[src/rtl/lst_pkg.sv]
`default_nettype none
// ----------------------------------------------------------------------------
// lst_pkg
// Shared types, codes and coil tables of the light seeking stepper tracker.
// ----------------------------------------------------------------------------
package lst_pkg;

    // fixed sizing
    localparam int SAMPLE_BITS = 12;
    localparam int MAX_SWEEP   = 32;
    localparam int DB_BITS     = 12;
    localparam int COUNT_BITS  = 6;
    localparam int INDEX_BITS  = 5;
    localparam int SUM_BITS    = SAMPLE_BITS + 1;
    localparam int CFG_BITS    = 12;

    typedef logic [SAMPLE_BITS-1:0] t_sample;
    typedef logic [SUM_BITS-1:0]    t_sum;
    typedef logic [DB_BITS-1:0]     t_deadband;
    typedef logic [COUNT_BITS-1:0]  t_count;
    typedef logic [INDEX_BITS-1:0]  t_index;
    typedef logic [3:0]             t_coil;
    typedef logic [1:0]             t_phase;
    typedef logic [1:0]             t_step;
    typedef logic [1:0]             t_mode_code;
    typedef logic [0:0]             t_cfg_index;
    typedef logic [CFG_BITS-1:0]    t_cfg_data;

    // register indexes
    localparam t_cfg_index REG_DEADBAND    = 1'd0;
    localparam t_cfg_index REG_SWEEP_STEPS = 1'd1;

    // register reset values
    localparam t_deadband DEADBAND_RESET = 12'd150;
    localparam t_count    SWEEP_RESET    = 6'd20;

    // step codes
    localparam t_step STEP_NONE = 2'd0;
    localparam t_step STEP_FWD  = 2'd1;
    localparam t_step STEP_BWD  = 2'd2;

    // mode codes as reported
    localparam t_mode_code MODE_SWEEP  = 2'd0;
    localparam t_mode_code MODE_RETURN = 2'd1;
    localparam t_mode_code MODE_TRACK  = 2'd2;

    // configuration as seen by the core
    typedef struct packed {
        t_deadband deadband;
        t_count    sweep_steps;
    } t_cfg;

    // one result item
    typedef struct packed {
        t_coil      coil_pattern;
        t_step      step_taken;
        t_mode_code mode_now;
        t_index     best_index;
    } t_result;

    // coil pattern for a forward step from a given phase
    function automatic t_coil fwd_pattern(input t_phase ph);
        t_coil pat;
        unique case (ph)
            2'd0:    pat = 4'd6;
            2'd1:    pat = 4'd3;
            2'd2:    pat = 4'd9;
            default: pat = 4'd12;
        endcase
        return pat;
    endfunction

    // coil pattern for a backward step from a given phase
    function automatic t_coil bwd_pattern(input t_phase ph);
        t_coil pat;
        unique case (ph)
            2'd0:    pat = 4'd9;
            2'd1:    pat = 4'd12;
            2'd2:    pat = 4'd6;
            default: pat = 4'd3;
        endcase
        return pat;
    endfunction

endpackage
`default_nettype wire

[src/rtl/lst_sample_if.sv]
`default_nettype none
// ----------------------------------------------------------------------------
// lst_sample_if
// Valid/ready channel carrying one pair of light sensor samples.
// ----------------------------------------------------------------------------
interface lst_sample_if;
    import lst_pkg::*;

    logic    valid;
    logic    ready;
    t_sample sample_a;
    t_sample sample_b;

    modport source (output valid, output sample_a, output sample_b, input ready);
    modport sink   (input valid, input sample_a, input sample_b, output ready);
endinterface
`default_nettype wire

[src/rtl/lst_result_if.sv]
`default_nettype none
// ----------------------------------------------------------------------------
// lst_result_if
// Valid/ready channel carrying one stepper result item.
// ----------------------------------------------------------------------------
interface lst_result_if;
    import lst_pkg::*;

    logic       valid;
    logic       ready;
    t_coil      coil_pattern;
    t_step      step_taken;
    t_mode_code mode_now;
    t_index     best_index;

    modport source (
        output valid, output coil_pattern, output step_taken,
        output mode_now, output best_index, input ready
    );
    modport sink (
        input valid, input coil_pattern, input step_taken,
        input mode_now, input best_index, output ready
    );
endinterface
`default_nettype wire

[src/rtl/lst_cfg_regs.sv]
`default_nettype none
// ----------------------------------------------------------------------------
// lst_cfg_regs
// Deadband and sweep length registers behind a plain write port.
// ----------------------------------------------------------------------------
module lst_cfg_regs (
    input  wire logic                i_clk,
    input  wire logic                i_rst_n,
    input  wire logic                i_cfg_we,
    input  wire lst_pkg::t_cfg_index i_cfg_index,
    input  wire lst_pkg::t_cfg_data  i_cfg_wdata,
    output lst_pkg::t_cfg            o_cfg
);
    import lst_pkg::*;

    t_cfg r_cfg;

    // register writes, unknown indexes are dropped
    always_ff @(posedge i_clk) begin
        if (!i_rst_n) begin
            r_cfg.deadband    <= DEADBAND_RESET;
            r_cfg.sweep_steps <= SWEEP_RESET;
        end else if (i_cfg_we) begin
            unique case (i_cfg_index)
                REG_DEADBAND:    r_cfg.deadband    <= i_cfg_wdata[DB_BITS-1:0];
                REG_SWEEP_STEPS: r_cfg.sweep_steps <= i_cfg_wdata[COUNT_BITS-1:0];
                default: ;
            endcase
        end
    end

    assign o_cfg = r_cfg;
endmodule
`default_nettype wire

[src/rtl/lst_core.sv]
`default_nettype none
// ----------------------------------------------------------------------------
// lst_core
// Sweep, return and track state with the one-step next-state logic.
// ----------------------------------------------------------------------------
module lst_core (
    input  wire logic             i_clk,
    input  wire logic             i_rst_n,
    input  wire logic             i_fire,
    input  wire lst_pkg::t_sample i_sample_a,
    input  wire lst_pkg::t_sample i_sample_b,
    input  wire lst_pkg::t_cfg    i_cfg,
    output lst_pkg::t_result      o_result
);
    import lst_pkg::*;

    typedef enum logic [1:0] {
        SWEEP  = 2'd0,
        RETURN = 2'd1,
        TRACK  = 2'd2
    } t_mode;

    t_mode  r_mode,  n_mode;
    t_phase r_phase, n_phase;
    t_count r_count, n_count;
    t_sum   r_least, n_least;
    t_index r_index, n_index;
    t_count r_back,  n_back;
    t_coil  r_coil,  n_coil;

    t_count    len;
    t_count    count_inc;
    t_count    back_dec;
    t_sum      sum;
    t_sample   diff;
    logic      do_fwd;
    logic      do_bwd;
    t_step     taken;
    t_mode_code mode_code;

    // clamp sweep length to 1..MAX_SWEEP
    always_comb begin
        if (i_cfg.sweep_steps == '0) begin
            len = COUNT_BITS'(1);
        end else if (i_cfg.sweep_steps > COUNT_BITS'(MAX_SWEEP)) begin
            len = COUNT_BITS'(MAX_SWEEP);
        end else begin
            len = i_cfg.sweep_steps;
        end
    end

    assign sum       = SUM_BITS'(i_sample_a) + SUM_BITS'(i_sample_b);
    assign diff      = (i_sample_a > i_sample_b) ? (i_sample_a - i_sample_b)
                                                 : (i_sample_b - i_sample_a);
    assign count_inc = r_count + COUNT_BITS'(1);
    assign back_dec  = (r_back != '0) ? (r_back - COUNT_BITS'(1)) : '0;

    // mode decision
    always_comb begin
        n_mode  = r_mode;
        n_count = r_count;
        n_least = r_least;
        n_index = r_index;
        n_back  = r_back;
        do_fwd  = 1'b0;
        do_bwd  = 1'b0;
        unique case (r_mode)
            SWEEP: begin
                // first sample seeds the minimum, later ones replace on strictly less
                if (r_count == '0) begin
                    n_least = sum;
                    n_index = '0;
                end else if (sum < r_least) begin
                    n_least = sum;
                    n_index = r_count[INDEX_BITS-1:0];
                end
                do_fwd  = 1'b1;
                n_count = count_inc;
                if (count_inc >= len) begin
                    // best position past a shortened sweep takes one step back
                    n_back = (COUNT_BITS'(n_index) < len) ? (len - COUNT_BITS'(n_index))
                                                         : COUNT_BITS'(1);
                    n_mode = RETURN;
                end
            end
            RETURN: begin
                do_bwd = 1'b1;
                n_back = back_dec;
                if (back_dec == '0) begin
                    n_mode = TRACK;
                end
            end
            default: begin
                // track toward the brighter sensor outside the deadband
                if (diff >= i_cfg.deadband) begin
                    if (i_sample_a > i_sample_b) begin
                        do_fwd = 1'b1;
                    end else if (i_sample_a < i_sample_b) begin
                        do_bwd = 1'b1;
                    end
                end
                n_mode = TRACK;
            end
        endcase
    end

    // coil drive and phase
    always_comb begin
        n_coil  = r_coil;
        n_phase = r_phase;
        taken   = STEP_NONE;
        if (do_fwd) begin
            n_coil  = fwd_pattern(r_phase);
            n_phase = r_phase + 2'd1;
            taken   = STEP_FWD;
        end else if (do_bwd) begin
            n_coil  = bwd_pattern(r_phase);
            n_phase = r_phase - 2'd1;
            taken   = STEP_BWD;
        end
    end

    // reported mode code
    always_comb begin
        unique case (n_mode)
            SWEEP:   mode_code = MODE_SWEEP;
            RETURN:  mode_code = MODE_RETURN;
            default: mode_code = MODE_TRACK;
        endcase
    end

    // state update on each processed item
    always_ff @(posedge i_clk) begin
        if (!i_rst_n) begin
            r_mode  <= SWEEP;
            r_phase <= '0;
            r_count <= '0;
            r_least <= '0;
            r_index <= '0;
            r_back  <= '0;
            r_coil  <= '0;
        end else if (i_fire) begin
            r_mode  <= n_mode;
            r_phase <= n_phase;
            r_count <= n_count;
            r_least <= n_least;
            r_index <= n_index;
            r_back  <= n_back;
            r_coil  <= n_coil;
        end
    end

    assign o_result.coil_pattern = n_coil;
    assign o_result.step_taken   = taken;
    assign o_result.mode_now     = mode_code;
    assign o_result.best_index   = n_index;
endmodule
`default_nettype wire

[src/rtl/light_seek_stepper_tracker.sv]
`default_nettype none
// ----------------------------------------------------------------------------
// light_seek_stepper_tracker
// Light seeking stepper controller: sweep, return to the least-sum sweep
// position, then track toward the brighter of two sensors.
// ----------------------------------------------------------------------------
// Usage:
//   i_sample carries one pair of sensor readings per transfer; o_result
//   returns exactly one item per input: coil pattern, step code, mode after
//   the item and the best sweep index so far.
//   i_cfg_we/i_cfg_index/i_cfg_wdata write deadband (index 0) and
//   sweep_steps (index 1); write only while no item is in flight.
// Pipeline: a transfer accepted on i_sample is loaded into the input
//   register, its result then into the result register, from which it
//   is presented on o_result.
// Throughput: one item per cycle while o_result is not held off; the state
//   update is adds, compares and small counter steps between the registers.
// Stalls: while o_result is held off the result register keeps its item;
//   one more item waits in the input register, then i_sample.ready drops.
// Reset: synchronous active-low; mode returns to sweep, coils off, phase 0,
//   deadband 150 and sweep_steps 20.
// ----------------------------------------------------------------------------
module light_seek_stepper_tracker (
    input  wire logic                i_clk,
    input  wire logic                i_rst_n,
    lst_sample_if.sink               i_sample,
    lst_result_if.source             o_result,
    input  wire logic                i_cfg_we,
    input  wire lst_pkg::t_cfg_index i_cfg_index,
    input  wire lst_pkg::t_cfg_data  i_cfg_wdata
);
    import lst_pkg::*;

    logic    r_in_valid;
    t_sample r_a;
    t_sample r_b;
    logic    r_out_valid;
    t_result r_res;

    t_cfg    cfg;
    t_result core_res;
    logic    advance;
    logic    in_ready;

    assign advance  = !r_out_valid || o_result.ready;
    assign in_ready = !r_in_valid || advance;
    assign i_sample.ready = in_ready;

    lst_cfg_regs u_cfg (
        .i_clk       (i_clk),
        .i_rst_n     (i_rst_n),
        .i_cfg_we    (i_cfg_we),
        .i_cfg_index (i_cfg_index),
        .i_cfg_wdata (i_cfg_wdata),
        .o_cfg       (cfg)
    );

    lst_core u_core (
        .i_clk      (i_clk),
        .i_rst_n    (i_rst_n),
        .i_fire     (r_in_valid && advance),
        .i_sample_a (r_a),
        .i_sample_b (r_b),
        .i_cfg      (cfg),
        .o_result   (core_res)
    );

    // input register
    always_ff @(posedge i_clk) begin
        if (!i_rst_n) begin
            r_in_valid <= 1'b0;
        end else if (in_ready) begin
            r_in_valid <= i_sample.valid;
        end
    end

    always_ff @(posedge i_clk) begin
        if (in_ready && i_sample.valid) begin
            r_a <= i_sample.sample_a;
            r_b <= i_sample.sample_b;
        end
    end

    // result register
    always_ff @(posedge i_clk) begin
        if (!i_rst_n) begin
            r_out_valid <= 1'b0;
        end else if (advance) begin
            r_out_valid <= r_in_valid;
        end
    end

    always_ff @(posedge i_clk) begin
        if (advance && r_in_valid) begin
            r_res <= core_res;
        end
    end

    assign o_result.valid        = r_out_valid;
    assign o_result.coil_pattern = r_res.coil_pattern;
    assign o_result.step_taken   = r_res.step_taken;
    assign o_result.mode_now     = r_res.mode_now;
    assign o_result.best_index   = r_res.best_index;
endmodule
`default_nettype wire
[src/flat_wrapper.sv]
// flat-port wrapper written by rule: the top's interface ports become plain ports
module light_seek_stepper_tracker_flat import lst_pkg::*;
  (i_clk, i_rst_n, i_cfg_we, i_cfg_index, i_cfg_wdata, i_sample_valid, i_sample_sample_a, i_sample_sample_b, i_sample_ready, o_result_valid, o_result_coil_pattern, o_result_step_taken, o_result_mode_now, o_result_best_index, o_result_ready);
  lst_sample_if i_sample_i ();
  lst_result_if o_result_i ();
  input  wire logic i_clk;
  input  wire logic i_rst_n;
  input  wire logic i_cfg_we;
  input  wire lst_pkg::t_cfg_index i_cfg_index;
  input  wire lst_pkg::t_cfg_data i_cfg_wdata;
  input wire logic [$bits(i_sample_i.valid)-1:0] i_sample_valid;
  input wire logic [$bits(i_sample_i.sample_a)-1:0] i_sample_sample_a;
  input wire logic [$bits(i_sample_i.sample_b)-1:0] i_sample_sample_b;
  output wire logic [$bits(i_sample_i.ready)-1:0] i_sample_ready;
  output wire logic [$bits(o_result_i.valid)-1:0] o_result_valid;
  output wire logic [$bits(o_result_i.coil_pattern)-1:0] o_result_coil_pattern;
  output wire logic [$bits(o_result_i.step_taken)-1:0] o_result_step_taken;
  output wire logic [$bits(o_result_i.mode_now)-1:0] o_result_mode_now;
  output wire logic [$bits(o_result_i.best_index)-1:0] o_result_best_index;
  input wire logic [$bits(o_result_i.ready)-1:0] o_result_ready;
  assign i_sample_i.valid = i_sample_valid;
  assign i_sample_i.sample_a = i_sample_sample_a;
  assign i_sample_i.sample_b = i_sample_sample_b;
  assign i_sample_ready = i_sample_i.ready;
  assign o_result_valid = o_result_i.valid;
  assign o_result_coil_pattern = o_result_i.coil_pattern;
  assign o_result_step_taken = o_result_i.step_taken;
  assign o_result_mode_now = o_result_i.mode_now;
  assign o_result_best_index = o_result_i.best_index;
  assign o_result_i.ready = o_result_ready;
  light_seek_stepper_tracker u_core (.i_clk(i_clk), .i_rst_n(i_rst_n), .i_sample(i_sample_i), .o_result(o_result_i), .i_cfg_we(i_cfg_we), .i_cfg_index(i_cfg_index), .i_cfg_wdata(i_cfg_wdata));
endmodule
[config.mk]
export PLATFORM = sky130hd
export DESIGN_NAME = light_seek_stepper_tracker_flat
export DESIGN_NICKNAME = d
export VERILOG_FILES = /design/src/rtl/lst_pkg.sv /design/src/rtl/lst_sample_if.sv /design/src/rtl/lst_result_if.sv /design/src/rtl/lst_cfg_regs.sv /design/src/rtl/lst_core.sv /design/src/rtl/light_seek_stepper_tracker.sv /design/src/flat_wrapper.sv
export SDC_FILE = /design/constraint.sdc
export NUM_CORES = 1
export LEC_CHECK = 0
export ABC_AREA = 0
export BUFFER_PORTS_ARGS = -buffer_cell sky130_fd_sc_hd__buf_2
export CORE_AREA = 2 2 98 147
export DETAILED_ROUTE_END_ITERATION = 6
export DIE_AREA = 0 0 100 149
export MAX_ROUTING_LAYER = met4
export PLACE_DENSITY_LB_ADDON = 0.15
export SLEW_MARGIN = 0
export SYNTH_ARGS = -nofsm -noshare
export SYNTH_HDL_FRONTEND = slang
export SYNTH_HIERARCHICAL = 1
export SYNTH_SLANG_ARGS = --single-unit
[constraint.sdc]
create_clock -name i_clk -period 10.24 [get_ports i_clk]
set_clock_uncertainty 0.1 [all_clocks]
set_input_delay 2.048 -clock i_clk [delete_from_list [all_inputs] [get_ports i_clk]]
set_output_delay 2.048 -clock i_clk [all_outputs]
set_load 0.02 [all_outputs]
# --- Word level (Yosys, flattened, before mapping) ---
# Index checks and enable logic that the tools add are counted.
totals:
  in_bits: 42
  register_bits: 95
  output_inout_bits: 15
  elab_cells: 91
classes:
  n_eq_ne: 5
  mux: 31
  n_bitwise: 1
  n_lt_le_gt_ge: 7
  n_reduce_logical: 22
  add_sub_neg: 8
op_table:
  columns: ["cell", "count"]
  rows:
  - ["6-bit 2-to-1 mux", 5]
  - ["13-bit 2-to-1 mux", 2]
  - ["4-bit case mux with 3 select lines", 2]
  - ["12-bit subtractor", 2]
  - ["5-bit 2-to-1 mux", 4]
  - ["6-bit zero test", 3]
  - ["12-bit by 12-bit adder with 13-bit output", 1]
  - ["13-bit < comparator", 1]
  - ["12-bit >= comparator", 1]
  - ["12-bit greater-than comparator", 1]
  - ["12-bit < comparator", 1]
  - ["12-bit 2-to-1 mux", 1]
  - ["6-bit case mux with 2 select lines", 1]
  - ["2-bit 2-to-1 mux", 5]
  - ["4-bit 2-to-1 mux", 2]
  - ["2-bit case mux with 2 select lines", 2]
  - ["2-bit AND reduction", 4]
  - ["6-bit by 1-bit adder with 6-bit output (second input constant)", 1]
  - ["2-bit by 1-bit == test with 1-bit output (second input constant)", 3]
  - ["6-bit >= comparator", 1]
  - ["6-bit greater-than comparator (second input constant)", 1]
  - ["2-bit zero test", 3]
  - ["5-bit by 6-bit < comparator with 1-bit output", 1]
  - ["3-bit AND reduction", 2]
  - ["other kinds (14)", 24]

# --- Longest topological paths before layout ---
# Gate-level depths: netlist of the first run.
depth:
  word_depth: 9
  depth_mapped: 30
  mapped_depth_nobuf: 30

# --- Hierarchy ---
# Netlist of the first run, hierarchy kept.
modules_own_cells:
  columns: ["module", "seq_area_each_um2", "instances", "area_each_um2", "cells_per_inst"]
  rows:
  - ["lst_core", 760.7, 1, 4589.4, 579]
  - ["light_seek_stepper_tracker", 1151.1, 1, 1214.9, 46]
  - ["lst_cfg_regs", 360.3, 1, 743.2, 78]

# --- Worst setup path before layout of the first run ---
# OpenSTA, ideal clock, no wires.
synth_timing:
  kind: "register to register"
  startpoint: "register u_core.r_a[1]"
  endpoint: "register u_core.u_core.r_back[0]"
  arrival_time_ns: 5.186
  n_path_buf: 0
  slack_ns: 4.884
  required_ns: 10.069
  setup_time_ns: 0.071
  path_stages_with_launch: 29
  synth_period_minus_slack_ns: 5.356
  cell_sequence: "edfxtp_1 inv_1 ha_1 nor2b_1 o21a_1 o21ai_1 a211o_1 a2111oi_2 o31ai_1 xnor2_1 ha_1 nand4_1 nor2_1 nand2_1 o21ai_0 nor2_1 mux2i_1 a21oi_1 ha_1 inv_1 fa_1 a21o_1 a21oi_1 nor2b_1 o22a_1 nor2_1 nor2_1 a221o_1 a21oi_1"
synth_via:
  elab_chain_len: 9
  elab_cells_between_ends: 10
  classes_between: "add/sub: 2; order compare: 2; mux: 6"
synth_rtl:
  columns: ["element", "line_no", "text"]
  rows:
  - ["start, declared", "light_seek_stepper_tracker.sv:35", "t_sample r_a;"]
  - ["start signal, assigned", "light_seek_stepper_tracker.sv:79", "r_a <= i_sample.sample_a;"]
  - ["12-bit by 12-bit adder with 13-bit output *", "lst_core.sv:52", "assign sum = SUM_BITS'(i_sample_a) + SUM_BITS'(i_sample_b);"]
  - ["named net u_core.u_core.sum[11]", "lst_core.sv:34", "t_sum sum;"]
  - ["13-bit < comparator *", "lst_core.sv:73", "end else if (sum < r_least) begin"]
  - ["5-bit 2-to-1 mux *", "lst_core.sv:73", null]
  - ["5-bit 2-to-1 mux *", "lst_core.sv:70", "if (r_count == '0) begin"]
  - ["5-bit 2-to-1 mux *", "lst_core.sv:67", "unique case (r_mode)"]
  - ["6-bit by 5-bit subtractor with 6-bit output / 5-bit by 6-bit < comparator with 1-bit output (equally long branches)", "lst_core.sv:81", "n_back = (COUNT_BITS'(n_index) < len) ? (len - COUNT_BITS'(n_index))"]
  - ["6-bit 2-to-1 mux *", "lst_core.sv:81", null]
  - ["6-bit 2-to-1 mux *", "lst_core.sv:79", "if (count_inc >= len) begin"]
  - ["6-bit case mux with 2 select lines *", "lst_core.sv:67", null]
  - ["end signal, assigned", "lst_core.sv:148", "r_back <= n_back;"]
  - ["end, declared", "lst_core.sv:28", "t_count r_back, n_back;"]
# Mark *: on every way through the listed nets, which the timed path passes. The rest lies on a longest branch. The select of a mux whose other input is x is not followed.
# A chain may end at the register's enable or synchronous reset.

# --- Worst setup path in the final report of the first run ---
layout_timing:
  startpoint: "register u_core.r_a[0]"
  endpoint: "register u_core.u_core.r_back[0]"
# Same word-level chain as after synthesis.

==> key figures, run 1 <==
Place
  • Placed insts: 900
  • # port buffers: 56
  • Final Wtd Congestion: between 0.8 and 0.9
  • DP HPWL: around 12000 µm
  • Placed Instance Area: 6890 µm²
  • DP Worst Slack: 4300 ps

Synthesis
  • Post-synth EDFFs: 37
  • Cell variety after synth: 75
  • Area leader, netlist: dfxtp_1
  • Mux share of post-synthesis cell area: 3.73%
  • Warnings from Yosys: 6
  • Synthesized area: around 6500 µm²
  • Simple-gate share of the synthesized area: 13.1%
  • Post-Syn Area per Cell: 9.31 µm²
  • Main combinational cell family by area after synthesis: compound AO/OA/AOI/OAI gates
  • Yosys top cell area share: between 15 and 20%
  • Post-Syn Nets: a little over 800
  • Post-synthesis register bit count: 95
  • Adder-Cell Fraction of Synth Area: between 10% and 20%
  • Post-synth ARST share: 0%
  • Synth Flop Type: dfxtp_1
  • Sequential share of the synthesized area: 34.7%
  • Gate Count Post-Synth: around 700
  • Synth area leaders: dfxtp_1 18%, edfxtp_1 17%, ha_1 15%
  • Post-Synth XOR/XNOR Area: ~4.1%
  • Compound-Gate Fraction of Synth Area: about a fifth

Layout
  • Nets: ~870
  • Final core utilization: 52.0%
  • Design Area, Final: just over 7000 µm²
  • FILL cells: ~1300
  • Layout cells sized above 1: 14.8%
  • Most frequent cells in the layout: 84 x inv_1, 77 x ha_1, 58 x dfxtp_1, 56 x buf_2, 52 x a21oi_1
  • Finished Layout Cells: slightly above 900
  • Antenna diode count: 0
  • Commonest non-fill, non-tap cell in the layout: inv_1
  • Area growth syn-to-layout: 9.55%

Global routing
  • Vias in the first global route: around 5200
  • Initial antenna violation count: 0
  • Pin count of the biggest net entering global routing: 44
  • Gr usage total: roughly 22%
  • Total grt overflow: 0
  • First-pass GRT wire length: 24700 µm

Worst hold path
  • Worst hold path class: reg -> reg

Pwr
  • IR drop worst, VDD: approximately 73 µV
  • Clk network pwr share: a little under a third
  • Sequential power share: just over 40%
  • Logic pwr share: 28.2%
  • Pleak: 3.18 nW
  • Pint: roughly 0.7 mW
  • P_sw: between 0.3 and 0.4 mW
  • Net Sw Frac: between 30% and 40%
  • PwrDens: 147 nW/µm²
  • Overall power: ~1.1 mW

STA
  • Unrepaired setup endpoints after global routing: false
  • Setup violators final: 0
  • Setup TNS: 0 ps
  • Max frequency: around 170 MHz
  • Final hold violation count: 0
  • Setup WS post-layout: 4250 ps
  • Slew at the pin closest to its max-slew limit: around 950 ps
  • Worst hold margin: ~360 ps
  • Fin. max-slew vios: 0
  • Worst rel slew slack: a little over a third
  • Tcrit/Tclk final: around three fifths
  • Final worst path period need: 5990 ps

CTS
  • Clk root buf: clkbuf_16
  • Clk buf depth: 2
  • Hold Buf Count CTS: 0
  • PostCTS Resize Cnt: 0
  • Post-CTS setup buffers: 0
  • TritonCTS clock tree: done
  • Sink Count: 95
  • CTS H-tree lvls: 3
  • CTS Buf Count: 9
  • CTS clk-pin slew, worst paths: around 70 ps
  • Clock Latency Late Sink: 340 ps

Route
  • Post-DRT Antenna Nets: 0
  • Routed WL: approximately 15000 µm
  • Residual DRC: 0
  • Iteration-0 DRC Markers: 242
  • Vias: 5106
  • 1st-pass router iterations: 4
  • Via/cell ratio: around 5.6
  • Wire length per cell: 16.5 µm

Die
  • Initial core utilization: between 40% and 50%
  • Core area: 13800 µm²
  • Die Y: approximately 150 µm
  • Ports: between 50 and 60
  • Std-Cell Rows: 53
  • Die width: about 100 µm
  • Die ar.: 14900 µm²

Critical path
  • Crit Path Max Fanout: 5
  • Setup CP Type: reg -> reg
  • Critical Path AT: 6140 ps
  • CP endpoint kind: flip-flop
  • WP data required: a little over 10000 ps
  • CP peak stage delay: around 550 ps
  • Worst path most repeated cell: a21oi_1
  • Slowest cell on the critical path: a2111oi_1
  • Crit start category: flip-flop

Outcome
  • Status: completed

Run
  • Max_cap viols: 0
[area by class of cell]
| class | count | area (µm²) | area share [%] |
|---|---|---|---|
| Tap cell | 165 | 206 | 2.88 |
| Timing Repair Buffer | 58 | 295 | 4.12 |
| Multi-Input combinational cell | 496 | 3790 | 52.8 |
| Inverter | 86 | 323 | 4.50 |
| Clock inverter | 7 | 61.3 | 0.855 |
| Sequential cell | 95 | 2270 | 31.7 |
| Clock buffer | 9 | 225 | 3.14 |
[worst max-delay path, delay by kind of cell, from the launching register on]
| kind | cells | cell delay (ps) |
|---|---|---|
| adders and majority gates | 5 | 1280 |
| DFF | 1 | 420 |
| AOI/OAI and AO/OA | 14 | 3050 |
| muxes | 1 | 160 |
| and+or+nand+nor | 7 | 710 |
| buffers and inverters | 3 | 190 |
[power groups by stage]
| stage | Sequential, mW | Clock (mW) | Combinational, mW |
|---|---|---|---|
| after global placement | 0.437 | 0 | 0.287 |
| final | 0.429 | 0.327 | 0.297 |
| after floorplan | 0.438 | 0 | 0.222 |
| after global routing | 0.432 | 0.352 | 0.330 |
| after detailed placement | 0.438 | 0 | 0.294 |
| after CTS | 0.429 | 0.339 | 0.296 |
[Yosys cell counts (3+ instances only)]
cell type	n
or3_1	5
o22a_1	4
nor2b_1	7
a21boi_0	3
mux2_2	4
nor3_1	15
or2_2	5
o211ai_1	8
fa_1	4
a21oi_1	53
mux2i_1	17
nand3b_1	4
buf_2	6
a211oi_1	15
dfxtp_1	58
inv_1	84
xor2_1	5
and2_1	3
a21o_1	16
nor4_1	3
nor2_1	35
o21ai_0	23
buf_6	5
a32o_1	5
nand3_1	14
clkbuf_1	12
nand4_1	8
o21bai_1	6
ha_1	77
o211a_1	4
o21ai_1	3
a21oi_2	4
nand2_1	45
nand2b_1	9
o21a_1	9
o221a_2	4
o22ai_1	6
edfxtp_1	37
o31ai_1	5
xnor2_1	26
[kinds of logic after synthesis]
kind of cell    count (synthesis)
compound gates                194
xor+xnor                       31
fa+ha+maj                      81
buf+inv                       112
flops                          95
mux                            23
simple gates                  167
[per-layer routing]
| metal | up-vias | track usage (%) | part of all wire (%) |
|---|---|---|---|
| li1 | 2577 | - | - |
| met1 | 2405 | 21.0 | 39 |
| met2 | 88 | 40.9 | 55 |
| met3 | 36 | 3.14 | 2.1 |
| met4 | 0 | 11.0 | 4.2 |
| met5 | - | - | 0 |
[worst paths after layout]
| check | cells past startpoint | from | endpoint | slack, ps |
|---|---|---|---|---|
| min reg2reg | 2 | u_core/u_cfg/o_cfg[16] | u_core/u_cfg/o_cfg[16] | 360 |
| max | 30 | u_core/r_a[0] | u_core/u_core/r_back[0] | 4250 |
| min | 2 | u_core/u_cfg/o_cfg[16] | u_core/u_cfg/o_cfg[16] | 360 |
| max reg2reg | 30 | u_core/r_a[0] | u_core/u_core/r_back[0] | 4250 |
[registers in the layout (all words and copies together) (netlist names), 4 cells and up]
register	cells
u_core/u_cfg/o_cfg	18
u_core/u_core/r_least	13
u_core/r_a	12
u_core/r_b	12
u_core/u_core/r_back	6
u_core/u_core/r_count	6
u_core/o_result.best_index	5
u_core/u_core/r_index	5
u_core/o_result.coil_pattern	4
u_core/u_core/r_coil	4
No activity file was read; power rests on OpenSTA's default activity.
==> run 2: changes to the inputs <==
ABC_AREA = 1   (was 0)
CORE_AREA = 2 2 100 150   (was 2 2 98 147)
DIE_AREA = 0 0 102 152   (was 0 0 100 149)
clock period = 5.8 ns   (was 10.24 ns; I/O delays follow)
==> run 2 against run 1 <==
Combinational power grew to 2.6 times the previous value; global-route usage shrank 0.79 points; cell area grew 4.9%; power increased by 100%; synthesized area rose by 4.3%; synthesized cell count up 31%; sequential share of layout area is 1.5 points lower; highest routed layer unchanged.
==> key figures, run 2 <==
Place
  • DP HPWL: 11800 µm (was 11900 µm)
  • Placed Instance Area: 7220 µm² (was 6890 µm²)
  • DP Worst Slack: 1100 ps (was 4300 ps)
  • # port buffers: 56 (unchanged)
  • Final Wtd Congestion: 0.916 (was 0.893)
  • Placed insts: 1150 (was 900)

CTS
  • Hold Buf Count CTS: 0 (unchanged)
  • CTS clk-pin slew, worst paths: 70 ps (about the same)
  • Post-CTS setup buffers: 0 (unchanged)
  • Sink Count: 95 (unchanged)
  • TritonCTS clock tree: done (unchanged)
  • CTS H-tree lvls: 3 (unchanged)
  • PostCTS Resize Cnt: 0 (unchanged)
  • Clk buf depth: 2 (unchanged)
  • CTS Buf Count: 9 (unchanged)
  • Clock Latency Late Sink: 340 ps (about the same)
  • Clk root buf: clkbuf_16 (unchanged)

STA
  • Fin. max-slew vios: 0 (unchanged)
  • Final hold violation count: 0 (unchanged)
  • Worst hold margin: 362 ps (was 357 ps)
  • Slew at the pin closest to its max-slew limit: 838 ps (was 949 ps)
  • Setup WS post-layout: 1090 ps (was 4250 ps)
  • Unrepaired setup endpoints after global routing: false (unchanged)
  • Final worst path period need: 4710 ps (was 5990 ps)
  • Worst rel slew slack: 44.1% (was 36.0%)
  • Max frequency: 212 MHz (was 167 MHz)
  • Setup TNS: 0 ps (unchanged)
  • Setup violators final: 0 (unchanged)
  • Tcrit/Tclk final: 81.3% (was 58.5%)

Die
  • Die Y: 152 µm (was 149 µm)
  • Ports: 57 (unchanged)
  • Std-Cell Rows: 54 (was 53)
  • Initial core utilization: 47.7% (was 47.5%)
  • Die width: 102 µm (was 100 µm)
  • Die ar.: 15500 µm² (was 14900 µm²)
  • Core area: 14300 µm² (was 13800 µm²)

Global routing
  • Pin count of the biggest net entering global routing: 46 (was 44)
  • Total grt overflow: 0 (unchanged)
  • Vias in the first global route: 5730 (was 5247)
  • Initial antenna violation count: 0 (unchanged)
  • Gr usage total: 20.8% (was 21.6%)
  • First-pass GRT wire length: 25100 µm (was 24700 µm)

Route
  • 1st-pass router iterations: 5 (was 4)
  • Met1 Wirelength: 5850 µm (was 5860 µm)
  • Residual DRC: 0 (unchanged)
  • Routed WL: 14800 µm (was 15100 µm)
  • Top Layer Used: met4 (unchanged)
  • Wire length per cell: 12.7 µm (was 16.5 µm)
  • Post-DRT Antenna Nets: 0 (unchanged)
  • Iteration-0 DRC Markers: 237 (was 242)
  • DR WL met2: 7890 µm (was 8310 µm)
  • Vias: 5746 (was 5106)
  • Met3 routed WL: 362 µm (was 313 µm)
  • Via/cell ratio: 4.93 (was 5.57)

Synthesis
  • Synthesized area: 6830 µm² (was 6550 µm²)
  • Yosys top cell area share: 17.0% (was 17.7%)
  • Post-synthesis register bit count: 95 (unchanged)
  • Synth area leaders: dfxtp_1 17%, edfxtp_1 16%, ha_1 14% (was dfxtp_1 18%, edfxtp_1 17%, ha_1 15%)
  • Post-synth EDFFs: 37 (unchanged)
  • Sequential share of the synthesized area: 33.3% (was 34.7%)
  • Cell variety after synth: 41 (was 75)
  • Warnings from Yosys: 6 (unchanged)
  • Top cells by count, synth: 175 x inv_1, 172 x nand2_1, 77 x ha_1, 77 x nor2_1, 73 x a21oi_1 (was 84 x inv_1, 77 x ha_1, 58 x dfxtp_1, 53 x a21oi_1, 45 x nand2_1)
  • Gate Count Post-Synth: 918 (was 703)
  • Top-count cell post-synth: inv_1 (unchanged)
  • Post-Syn Area per Cell: 7.44 µm² (was 9.31 µm²)
  • Post-Syn Nets: 1041 (was 826)
  • Area leader, netlist: dfxtp_1 (unchanged)
  • Post-synth ARST share: 0% (unchanged)
  • Synth Flop Type: dfxtp_1 (unchanged)

Layout
  • FILL cells: 1488 (was 1312)
  • Layout cells sized above 1: 10.9% (was 14.8%)
  • Area growth syn-to-layout: 10.2% (was 9.55%)
  • Antenna diode count: 0 (unchanged)
  • Nets: 1088 (was 869)
  • Finished Layout Cells: 1166 (was 916)
  • Largest register FFs: 18 (unchanged)
  • Most frequent cells in the layout: 175 x inv_1, 172 x nand2_1, 77 x nor2_1, 77 x ha_1, 72 x a21oi_1 (was 84 x inv_1, 77 x ha_1, 58 x dfxtp_1, 56 x buf_2, 52 x a21oi_1)
  • Commonest non-fill, non-tap cell in the layout: inv_1 (unchanged)
  • Design Area, Final: 7530 µm² (was 7170 µm²)
  • Final core utilization: 52.6% (was 52.0%)

Worst hold path
  • Hold path endpoint: u_core/u_core/r_least[7] (was u_core/u_cfg/o_cfg[16])
  • WHS Path Cells: 2 (unchanged)
  • Worst hold start: u_core/u_core/r_least[7] (was u_core/u_cfg/o_cfg[16])
  • Worst hold path class: reg -> reg (unchanged)

Critical path
  • WP data required: 5950 ps (was 10390 ps)
  • Critical Path AT: 4860 ps (was 6140 ps)
  • Reg2reg setup slack: 1090 ps (was 4250 ps)
  • Slowest cell on the critical path: ha_1 (was a2111oi_1)
  • Crit start category: flip-flop (unchanged)
  • Worst path most repeated cell: inv_1 (was a21oi_1)
  • CP endpoint kind: flip-flop (unchanged)
  • Setup CP Type: reg -> reg (unchanged)
  • R2R depth: 28 (was 30)
  • CP peak stage delay: 510 ps (was 550 ps)
  • R2r endpoint: u_core/u_core/r_back[5] (was u_core/u_core/r_back[0])
  • Crit Path Max Fanout: 10 (was 5)
  • Reg2reg start: u_core/r_b[3] (was u_core/r_a[0])

Pwr
  • IR drop worst, VDD: 130 µV (was 72.8 µV)
  • Clk network pwr share: 28.3% (was 31.1%)
  • P_sw: 0.783 mW (was 0.345 mW)
  • PwrDens: 287 nW/µm² (was 147 nW/µm²)
  • Net Sw Frac: 36.3% (was 32.7%)
  • Overall power: 2.16 mW (was 1.05 mW)
  • Pint: 1.38 mW (was 0.709 mW)
  • Sequential power share: 36.3% (was 40.7%)
  • Pleak: 3.83 nW (was 3.18 nW)
  • Logic pwr share: 35.4% (was 28.2%)

Run
  • Max_cap viols: 0 (unchanged)

Outcome
  • Status: completed (unchanged)
[run 2: layer usage]
layer	up-vias	track usage, %
li1	3046	-
met1	2554	20.9
met3	43	2.94
met5	-	-
met2	103	38.1
met4	0	10.6
[run 2: layout make-up]
class	instances	area [µm²]	share of cell area [%]
Sequential cell	95	2270	30.2
Clock inverter	6	65.1	0.864
Clock buffer	10	239	3.17
Timing Repair Buffer	57	288	3.82
Tap cell	196	245	3.26
Inverter	180	676	8.98
Multi-Input combinational cell	622	3740	49.7
[run 2: cell families (layout without fill, tap and decap cells)]
kind of cell | count (synthesis) | after routing | synth area share (%)
simple gates | 352 | 352 | 22.5
compound gates | 158 | 158 | 13.0
flops | 95 | 95 | 33.3
buf+inv | 201 | 253 | 12.0
fa+ha+maj | 81 | 81 | 15.3
xor+xnor | 31 | 31 | 3.98
[run 2: how the worst max path moves through the flow]
stage                              from                 endpoint  slack, ps
after floorplan           u_core/r_a[1]  u_core/u_core/r_back[5]       1590
after global placement    u_core/r_a[1]  u_core/u_core/r_back[5]       1230
after detailed placement  u_core/r_a[1]  u_core/u_core/r_back[5]       1100
after CTS                 u_core/r_a[1]  u_core/u_core/r_back[5]       1080
after global routing      u_core/r_a[3]  u_core/u_core/r_back[5]        490
final                     u_core/r_b[3]  u_core/u_core/r_back[5]       1090
[run 2: critical path, delay by kind of cell (launching register included)]
family / cells / cell delay, ps
DFF: 1 / 420
xor gates and xnor gates: 1 / 200
buffers and inverters: 6 / 450
adders and majority gates: 4 / 1350
and+or+nand+nor: 8 / 840
AOI/OAI and AO/OA: 9 / 1280
[run 2: power by group through the flow]
stage | clock network, mW | registers, mW | logic [mW]
after global placement | 0 | 0.797 | 0.760
after detailed placement | 0 | 0.799 | 0.763
after CTS | 0.634 | 0.784 | 0.768
after global routing | 0.658 | 0.791 | 0.879
after floorplan | 0 | 0.804 | 0.581
final | 0.611 | 0.784 | 0.763
==> run 3: changes to the inputs <==
clock period = 4.5 ns   (was 5.8 ns; I/O delays follow)
==> run 3 against run 2 <==
Count of clock-buffer cells in the layout is the same; flip-flop and latch count is the same; setup slack lost 1000 ps; via count grew 2.5%; largest cell class unchanged.
==> key figures, run 3 (synthesis results as in run 2) <==
Die
  • Std-Cell Rows: 54 (unchanged)
  • Die Y: 152 µm (unchanged)
  • Die ar.: 15500 µm² (unchanged)
  • Ports: 57 (unchanged)
  • Core area: 14300 µm² (unchanged)
  • Initial core utilization: 47.7% (unchanged)
  • Die width: 102 µm (unchanged)

Layout
  • Antenna diode count: 0 (unchanged)
  • Nets: 1110 (was 1088)
  • Most frequent cells in the layout: 171 x inv_1, 167 x nand2_1, 76 x nor2_1, 69 x ha_1, 62 x nand3_1 (was 175 x inv_1, 172 x nand2_1, 77 x nor2_1, 77 x ha_1, 72 x a21oi_1)
  • Final core utilization: 55.1% (was 52.6%)
  • Area growth syn-to-layout: 15.5% (was 10.2%)
  • Design Area, Final: 7890 µm² (was 7530 µm²)
  • Largest register FFs: 18 (unchanged)
  • Layout cells sized above 1: 16.8% (was 10.9%)
  • Commonest non-fill, non-tap cell in the layout: inv_1 (unchanged)

STA
  • Tcrit/Tclk final: 98.6% (was 81.3%)
  • Setup violators final: 0 (unchanged)
  • Worst rel slew slack: 43.5% (was 44.1%)
  • Unrepaired setup endpoints after global routing: true (was false)
  • Final hold violation count: 0 (unchanged)
  • Setup TNS: 0 ps (unchanged)
  • Slew at the pin closest to its max-slew limit: 847 ps (was 838 ps)
  • Final worst path period need: 4440 ps (was 4710 ps)
  • Fin. max-slew vios: 0 (unchanged)
  • Max frequency: 225 MHz (was 212 MHz)

Critical path
  • Crit start category: flip-flop (unchanged)
  • Critical Path AT: 4570 ps (was 4860 ps)
  • WP data required: 4630 ps (was 5950 ps)
  • CP endpoint kind: flip-flop (unchanged)
  • Worst path most repeated cell: a21oi_2 (was inv_1)
  • Crit Path Max Fanout: 7 (was 10)
  • Crit-path leading delay family: adder cells (unchanged)
  • Critical path buffer and inverter count: 5 (was 6)
  • Setup CP Type: reg -> reg (unchanged)
  • Slowest cell on the critical path: fa_2 (was ha_1)
  • CP peak stage delay: 410 ps (was 510 ps)

CTS
  • CTS H-tree lvls: 3 (unchanged)
  • Clock Latency Late Sink: 340 ps (about the same)
  • TritonCTS clock tree: done (unchanged)
  • Clk buf depth: 2 (unchanged)
  • CTS Buf Count: 9 (unchanged)
  • CTS clk-pin slew, worst paths: 70 ps (about the same)
  • Sink Count: 95 (unchanged)
  • Clk root buf: clkbuf_16 (unchanged)
  • Hold Buf Count CTS: 0 (unchanged)

Worst hold path
  • Worst hold path class: reg -> reg (unchanged)

Pwr
  • PwrDens: 375 nW/µm² (was 287 nW/µm²)
  • IR drop worst, VDD: 183 µV (was 130 µV)
  • Pleak: 3.96 nW (was 3.83 nW)

Route
  • 1st-pass router iterations: 6 (was 5)
  • Residual DRC: 0 (unchanged)
  • Routed WL: 15300 µm (was 14800 µm)
  • Wire length per cell: 12.9 µm (was 12.7 µm)
  • Via/cell ratio: 4.96 (was 4.93)
  • Vias: 5889 (was 5746)
  • Post-DRT Antenna Nets: 0 (unchanged)
  • Iteration-0 DRC Markers: 250 (was 237)

Run
  • Max_cap viols: 0 (unchanged)

Global routing
  • Pin count of the biggest net entering global routing: 46 (unchanged)
  • Initial antenna violation count: 0 (unchanged)
  • First-pass GRT wire length: 25000 µm (was 25100 µm)
  • Vias in the first global route: 5643 (was 5730)
  • Gr usage total: 20.8% (about the same)
  • Total grt overflow: 0 (unchanged)

Outcome
  • Status: completed (unchanged)

Place
  • Placed Instance Area: 7360 µm² (was 7220 µm²)
  • # port buffers: 56 (unchanged)
  • DP HPWL: 12100 µm (was 11800 µm)
  • Final Wtd Congestion: 0.915 (was 0.916)
==> run 3: changes by cell type in the layout (fill, tap and decap cells not counted), moves of 3 or more <==
cell | previous run | this run
buf_4 | 1 | 21
a21oi_1 | 72 | 61
a21oi_2 | 5 | 16
ha_1 | 77 | 69
ha_2 | 0 | 5
nand2_1 | 172 | 167
inv_1 | 175 | 171
inv_2 | 5 | 9
nand2_2 | 5 | 9
ha_4 | 0 | 3
nand3_1 | 65 | 62
nand3_2 | 4 | 7
==> run 3: per-layer routing <==
layer  vias up  part of all wire, %  GRT usage, %
met5         -                    0             -
met4         0                  3.7          8.57
met3        32                  2.4          2.76
met2        96                   56          38.9
met1      2681                   38          21.1
li1       3080                    -             -
==> run 3: path summary, 6_finish.rpt <==
kind | cells after the start | slack (ps) | startpoint | endpoint
max | 27 | 60 | u_core/r_b[0] | u_core/u_core/r_back[4]
min | 2 | 360 | u_core/u_cfg/o_cfg[10] | u_core/u_cfg/o_cfg[10]
max reg2reg | 27 | 60 | u_core/r_b[0] | u_core/u_core/r_back[4]
min reg2reg | 2 | 360 | u_core/u_cfg/o_cfg[10] | u_core/u_cfg/o_cfg[10]
==> run 3: final cells by class <==
| type | count | area, µm² |
|---|---|---|
| fillers | 1486 | 6430 |
| multi-input cells | 622 | 3910 |
| flip-flops and latches | 95 | 2270 |
| inverters | 180 | 676 |
| repair buffers | 79 | 469 |
| well taps | 196 | 245 |
| clock buffers | 10 | 229 |
| clock inverters | 6 | 91.3 |
==> run 3: stage by stage <==
step                      hold WS, ps  worst slack, ps  cells  total power, mW
final                             363             62.7   1188             2.96
after global routing              395             -201   1188             3.18
after global placement            350             39.7   1166             2.04
after detailed placement          351            -49.4   1166             2.05
after CTS                         368             33.9   1182             2.89
after floorplan                   329              294    918             1.79
==> run 3: power by group <==
group	internal [mW]	total, mW	switching (mW)
registers	0.972	1.01	0.0365
logic	0.434	1.12	0.691
clock network	0.491	0.828	0.336
total	1.90	2.96	1.06
==> run 3: what timing repair did <==
item                                    4_1_cts  5_1_grt
pin swaps                                     0       30
gates cloned                                  0        0
endpoints found under the setup margin        5       11
resized for setup                             2       42
setup buffers                                 0        6
==> run 3: worst register-to-register path, stage by stage (launching register included) <==
cell      delay [ps]
edfxtp_1         380
ha_2             200
inv_2             40
fa_2             410
o31ai_4          340
nand3_1          140
nand2_2          110
a21oi_2           70
xor2_1           200
inv_1            100
ha_4             250
a21oi_2          120
o21ai_1           90
a21oi_2          190
nand2_4          110
a21oi_2          160
nand2_1           60
inv_1             50
ha_2             160
inv_2             40
fa_2             360
buf_4            150
nand2_1           60
nand2_1           50
xor2_1           140
o22ai_1           80
nor2_1           110
nor2_1            40
